## config.mk

```make
export PLATFORM = sky130hd
export DESIGN_NAME = mws_cell
export DESIGN_NICKNAME = d
export VERILOG_FILES = /design/src/rtl/mws_pkg.sv /design/src/rtl/mws_cell.sv
export SDC_FILE = /design/constraint.sdc
export NUM_CORES = 1
export LEC_CHECK = 0
export BUFFER_PORTS_ARGS = -buffer_cell sky130_fd_sc_hd__buf_2
export CORE_UTILIZATION = 48
export DETAILED_ROUTE_END_ITERATION = 10
export PLACE_DENSITY = 0.89
export SLEW_MARGIN = 30
export SYNTH_ARGS = -nofsm -noshare
export SYNTH_HDL_FRONTEND = slang
export SYNTH_SLANG_ARGS = --single-unit
```

## constraint.sdc

```tcl
create_clock -name clk -period 2.2 [get_ports clk]
set_input_delay 0.22 -clock clk [delete_from_list [all_inputs] [get_ports clk]]
set_output_delay 0.22 -clock clk [all_outputs]
set_load 0.01 [all_outputs]
```

## src/rtl/mws_pkg.sv

```systemverilog
// Shared constants and types for the minimum window subsequence unit.
package mws_pkg;

    localparam int MAX_TEXT    = 1024;
    localparam int MAX_PATTERN = 64;
    localparam int SYM_W       = 32;
    localparam int CNT_W       = 11;
    localparam int TEXT_AW     = (MAX_TEXT > 1) ? $clog2(MAX_TEXT) : 1;
    localparam int PCNT_W      = $clog2(MAX_PATTERN + 1);

    typedef struct packed {
        logic wr;
        logic clear;
        logic step;
    } cell_ctrl_t;

    typedef enum logic [2:0] {
        S_LOAD = 3'b001,
        S_SCAN = 3'b010,
        S_DONE = 3'b100
    } state_t;

endpackage

```

## src/rtl/mws_cell.sv

```systemverilog
// One pattern cell: holds one pattern symbol and its running window span.
module mws_cell
    import mws_pkg::*;
(
    input  logic             clk,
    input  logic             rst_n,
    input  cell_ctrl_t       ctrl,
    input  logic             sel,
    input  logic [SYM_W-1:0] wr_sym,
    input  logic [SYM_W-1:0] text_sym,
    input  logic             tail,
    input  logic [CNT_W-1:0] nb_span,
    output logic [CNT_W-1:0] span
);

    logic [SYM_W-1:0] pat_reg;
    logic [CNT_W-1:0] span_reg;
    logic [CNT_W-1:0] span_next;
    logic             match;

    assign match = (text_sym == pat_reg);

    always_comb
    begin
        span_next = span_reg;
        if (ctrl.clear)
        begin
            span_next = '0;
        end
        else if (ctrl.step)
        begin
            if (match)
            begin
                if (tail)
                begin
                    span_next = CNT_W'(1);
                end
                else if (nb_span != '0)
                begin
                    span_next = nb_span + CNT_W'(1);
                end
                else
                begin
                    span_next = '0;
                end
            end
            else if (span_reg != '0)
            begin
                span_next = span_reg + CNT_W'(1);
            end
            else
            begin
                span_next = '0;
            end
        end
    end

    always_ff @(posedge clk)
    begin
        if (ctrl.wr && sel)
        begin
            pat_reg <= wr_sym;
        end
    end

    always_ff @(posedge clk or negedge rst_n)
    begin
        if (!rst_n)
        begin
            span_reg <= '0;
        end
        else
        begin
            span_reg <= span_next;
        end
    end

    assign span = span_reg;

endmodule

```

; ---- Yosys cells after proc, flatten, opt, wreduce, memory -nomap -nowiden
; Index checks and enable logic that the tools add are counted.
[op_classes]
add_sub_neg = 2
n_eq_ne = 1
mux = 6
reduce_logical = 4
[ops]
columns = operator, n
row1 = two-way mux 11 bit, 6
row2 = equality test 32 bit, 1
row3 = adder 11 x 1 -> 11 bit (second input constant), 2
row4 = nonzero test 11 bit, 2
row5 = nonzero test 2 bit, 1
row6 = logical AND 1 bit, 1
[word_totals]
regBits = 43
in_bits = 82
output_inout_bits = 11
wordCells = 15

; ---- Longest topological paths before layout
[logic_depth]
ltp_word = 6
depth_mapped = 7
mapped_depth_nobuf = 7

; ---- Worst setup path before layout
; No wires, ideal clock.
[synth_timing]
path_type = register -> register
start = register span_reg[0] (netlist: span[0])
end = register span_reg[7] (netlist: span[7])
arrival_ps = 1564
setup_slack_ps = 556
path_stages_with_launch = 8
path_buffers = 0
synth_period_minus_slack_ps = 1644
cell_sequence = dfrtp_1 inv_1 ha_1 nor4b_1 a31oi_1 a21boi_0 o21ai_0 o211ai_2
[synth_via]
elab_chain_len = 5
word_cells_on_any_way = 6
cone_classes = add/sub: 1 / mux: 4 / reduce/logical: 1
[synth_rtl]
columns = item, line
row1 = from (decl), mws_cell.sv:17  ; logic [CNT_W-1:0] span_reg;
row2 = from (signal assigned), mws_cell.sv:74  ; span_reg <= span_next;
row3 = adder 11 x 1 -> 11 bit / nonzero test 11 bit (equally long branches), "mws_cell.sv:49, mws_cell.sv:47"
row4 = two-way mux 11 bit (*), mws_cell.sv:47  ; else if (span_reg != '0)
row5 = two-way mux 11 bit (*), mws_cell.sv:32  ; if (match)
row6 = two-way mux 11 bit (*), mws_cell.sv:30  ; else if (ctrl.step)
row7 = two-way mux 11 bit (*), mws_cell.sv:26  ; if (ctrl.clear)
; Mark *: on every way between the ends. The rest lies on a longest branch, timed or not. The select of a mux whose other input is x is not followed.
; A chain may end at the register's enable or synchronous reset.

; ---- Worst setup path in the final report
[layout_timing]
start = register pat_reg[10]
end = register span_reg[2] (netlist: span[2])
[layout_via]
elab_chain_len = 4
[layout_rtl]
columns = item, line
row1 = from (decl), mws_cell.sv:16  ; logic [SYM_W-1:0] pat_reg;
row2 = from (signal assigned), mws_cell.sv:62  ; pat_reg <= wr_sym;
row3 = equality test 32 bit, mws_cell.sv:21  ; assign match = (text_sym == pat_reg);
row4 = two-way mux 11 bit, mws_cell.sv:32
row5 = two-way mux 11 bit, mws_cell.sv:30
row6 = two-way mux 11 bit, mws_cell.sv:26
; Every way passes these cells. The select of a mux whose other input is x is not followed.

==> key figures <==
Outcome
  – Status: complete, but fails checks
  – Failing checks: DRC

Global routing
  – Initial antenna violation count: 0
  – Vias in the first global route: 1880
  – First-pass GRT wire length: 8.29 mm
  – Remaining Overflow, GRT: 0
  – Pin count of the biggest net entering global routing: 33
  – GRT Total Usage: 0.211

Critical path
  – CP endpoint: span[2]
  – Reg2reg end: span[2]
  – Reg-to-reg critical path startpoint: pat_reg[10]
  – Crit. End Element: register
  – CP Launch Type: register
  – Cell family with most CP delay: simple AND/OR/NAND/NOR gates
  – Slowest library cell on the worst path: nor4_2
  – CP startpoint: pat_reg[10]
  – Worst reg-to-reg setup slack: 0.19 ns
  – CP max stage delay: 0.42 ns
  – Worst-path maximum fanout: 9
  – R2R cell count: 6
  – CP cell instances: xnor2_1 > nand4_1 > nor4_2 > and2_1 > nand2_4 > o211ai_1
  – Worst path bufs/invs: 0
  – Worst path required time: 2.41 ns
  – Stages on the worst setup path: 6
  – Critical Path AT: 2.23 ns
  – CP Class: reg -> reg

Detailed routing
  – Initial DRC count: 178
  – ANT nets after route: 0
  – Met3 routed WL: 258 µm
  – DRT Wirelength: 5.10 mm
  – Max Used Layer: met4
  – Drt first pass iters: 7
  – DR vias: 1829
  – Met2 WL: 2.73 mm
  – DRC Markers: 3
  – Wire per inst: 14.6 µm
  – Routed metal-1 wirelength: 2.07 mm
  – Vias per inst: 5.23

Clock tree
  – CTS H-tree lvls: 2
  – Clock sinks: 43
  – CTS resizes: 0
  – CTS Buf Count: 5
  – TritonCTS clock tree: yes
  – CTS root buf: clkbuf_8
  – Number of buffers added for setup after CTS: 0
  – Clock slew at reported path FFs: 0.09 ns
  – Clock latency at the later pin of the worst-skew pair: 0.29 ns
  – CTS max path bufs: 2

STA
  – Min Tclk post-route: 2.01 ns
  – Clock Skew: 0.00395 ns
  – Fmax: 497 MHz
  – Slew headroom: 0.659
  – Fin. max-slew vios: 0
  – Final Cycle Share: 0.915
  – Worst Tran Pin Value: 0.507 ns
  – Final Hold Viols: 0
  – Worst hold slack: 0.0940 ns
  – Setup TNS: 0 ns
  – RSZ-0062 raised after global routing: false
  – Final setup viols: 0

Logic synthesis
  – Net Count, Synth: 283
  – EDFF count, synth: 32
  – Post-synth top area share: 0.417
  – Yosys cell types: 35
  – Commonest cells post-synth: xnor2_1, edfxtp_1, nand2_1
  – Post-synthesis register bit count: 43
  – Sequential area share after synthesis: 0.536
  – Cell taking the most area after synthesis: edfxtp_1
  – Synth warnings: 0
  – Average size of a mapped cell: 11.7 µm²
  – Area contributors post-synth: edfxtp_1, xnor2_1, dfrtp_1
  – Cell Area, Synth: 2310 µm²
  – Ys flop type: edfxtp_1
  – Cells after Synth: 197
  – Asr flop ratio synth: 0.256
  – Most common cell in the netlist: xnor2_1

Final layout
  – Final Instance Area: 2960 µm²
  – Share of layout cells above drive strength 1: 0.372
  – Largest register FFs: 32
  – Filler instances: 353
  – Layout net count: 383
  – Area Growth Syn to Fin: 28.2%
  – Ant. Diodes: 0

Flow run
  – Reported max-cap violation count: 0

Pwr
  – Lkg Pwr: 1.26 nW
  – PD cells: 626 nW/µm²
  – Maximum vdd drop: 0.000557 V

Worst hold path
  – HP Class: in -> reg

Floorplanning
  – Die span in x: 71.3 µm
  – Starting Density: 0.515
  – Num rows: 24
  – Total die area: 5090 µm²
  – Ports: 93
  – Core area: 4470 µm²
  – Die Height: 71.3 µm

Placed design
  – GP Congestion: 0.916
  – Final HPWL DP: 3.98 mm
  – I/O Buffers: 92
  – DP Area: 2830 µm²
==> per-stage QoR <==
stage | total power, mW | utilization | cells | setup WS (ns)
6_report | 1.85 | 0.661 | 350 | 0.186
5_1_grt | 1.92 | 0.661 | 350 | 0.0632
4_1_cts | 1.86 | 0.661 | 350 | 0.184
3_5_place_dp | 1.24 | 0.633 | 341 | 0.199
3_3_place_gp | 1.22 | 0.633 | 341 | 0.311
2_1_floorplan | 1.10 | - | 197 | 0.556
==> final cells by class <==
cell class / count / area, µm² / area share
clock inverter: 3 / 46.3 / 0.0157
timing repair buffer: 95 / 485 / 0.164
tap: 52 / 65.1 / 0.0220
sequential: 43 / 1240 / 0.418
multi-input combinational: 147 / 1030 / 0.350
clock buffer: 5 / 68.8 / 0.0233
inverter: 5 / 18.8 / 0.00635
==> worst register-to-register path, stage by stage, from the launching register on <==
cell	delay, ns
edfxtp_1	0.40
xnor2_1	0.19
nand4_1	0.13
nor4_2	0.42
and2_1	0.41
nand2_4	0.17
o211ai_1	0.22
==> cells by family after synthesis <==
logic type	synth area share
and+or+nand+nor	0.184
xor gates and xnor gates	0.160
adders and majority gates	0.0217
buffers and inverters	0.0152
DFF	0.536
AOI/OAI and AO/OA	0.0836
==> worst min path at each step <==
| stage | from | to | depth (start not counted) | slack, ns |
|---|---|---|---|---|
| 2_1_floorplan | rst_n | span[0] | 0 | -0.08 |
| 3_3_place_gp | rst_n | span[8] | 1 | 0.10 |
| 3_5_place_dp | rst_n | span[8] | 1 | 0.11 |
| 4_1_cts | wr_sym[20] | pat_reg[20] | 1 | 0.09 |
| 5_1_grt | wr_sym[20] | pat_reg[20] | 1 | 0.07 |
| 6_report | wr_sym[19] | pat_reg[19] | 1 | 0.09 |
==> power by group <==
part / switching (mW) / internal (mW)
Sequential: 0.0314 / 0.927
Clock: 0.289 / 0.342
Combinational: 0.122 / 0.138
==> what timing repair did <==
item	in CTS	in global routing
hold endpoints to repair	11	0
setup endpoints to repair	0	0
hold buffers	1	0
==> cells in the final DEF (no fill, tap or decap), types with 3 or more instances in the layout <==
master     n
xor2_1     5
nor2_1    11
nand3_1   11
buf_2     92
xnor2_1   37
nand2_1   12
and2_1     5
inv_1      5
dfrtp_1   11
o211ai_1   5
nor2b_1    5
ha_1       4
and3_1     9
clkbuf_8   5
o21ai_0   10
edfxtp_1  32
nor4_1     3
nand4_1    8
==> routing by layer <==
layer / vias up / GRT usage
li1: 915 / -
met1: 832 / 0.251
met2: 76 / 0.384
met3: 6 / 0.0450
met4: 0 / 0.0578
met5: - / 0
Note: power is estimated with default switching activity, not from simulation.
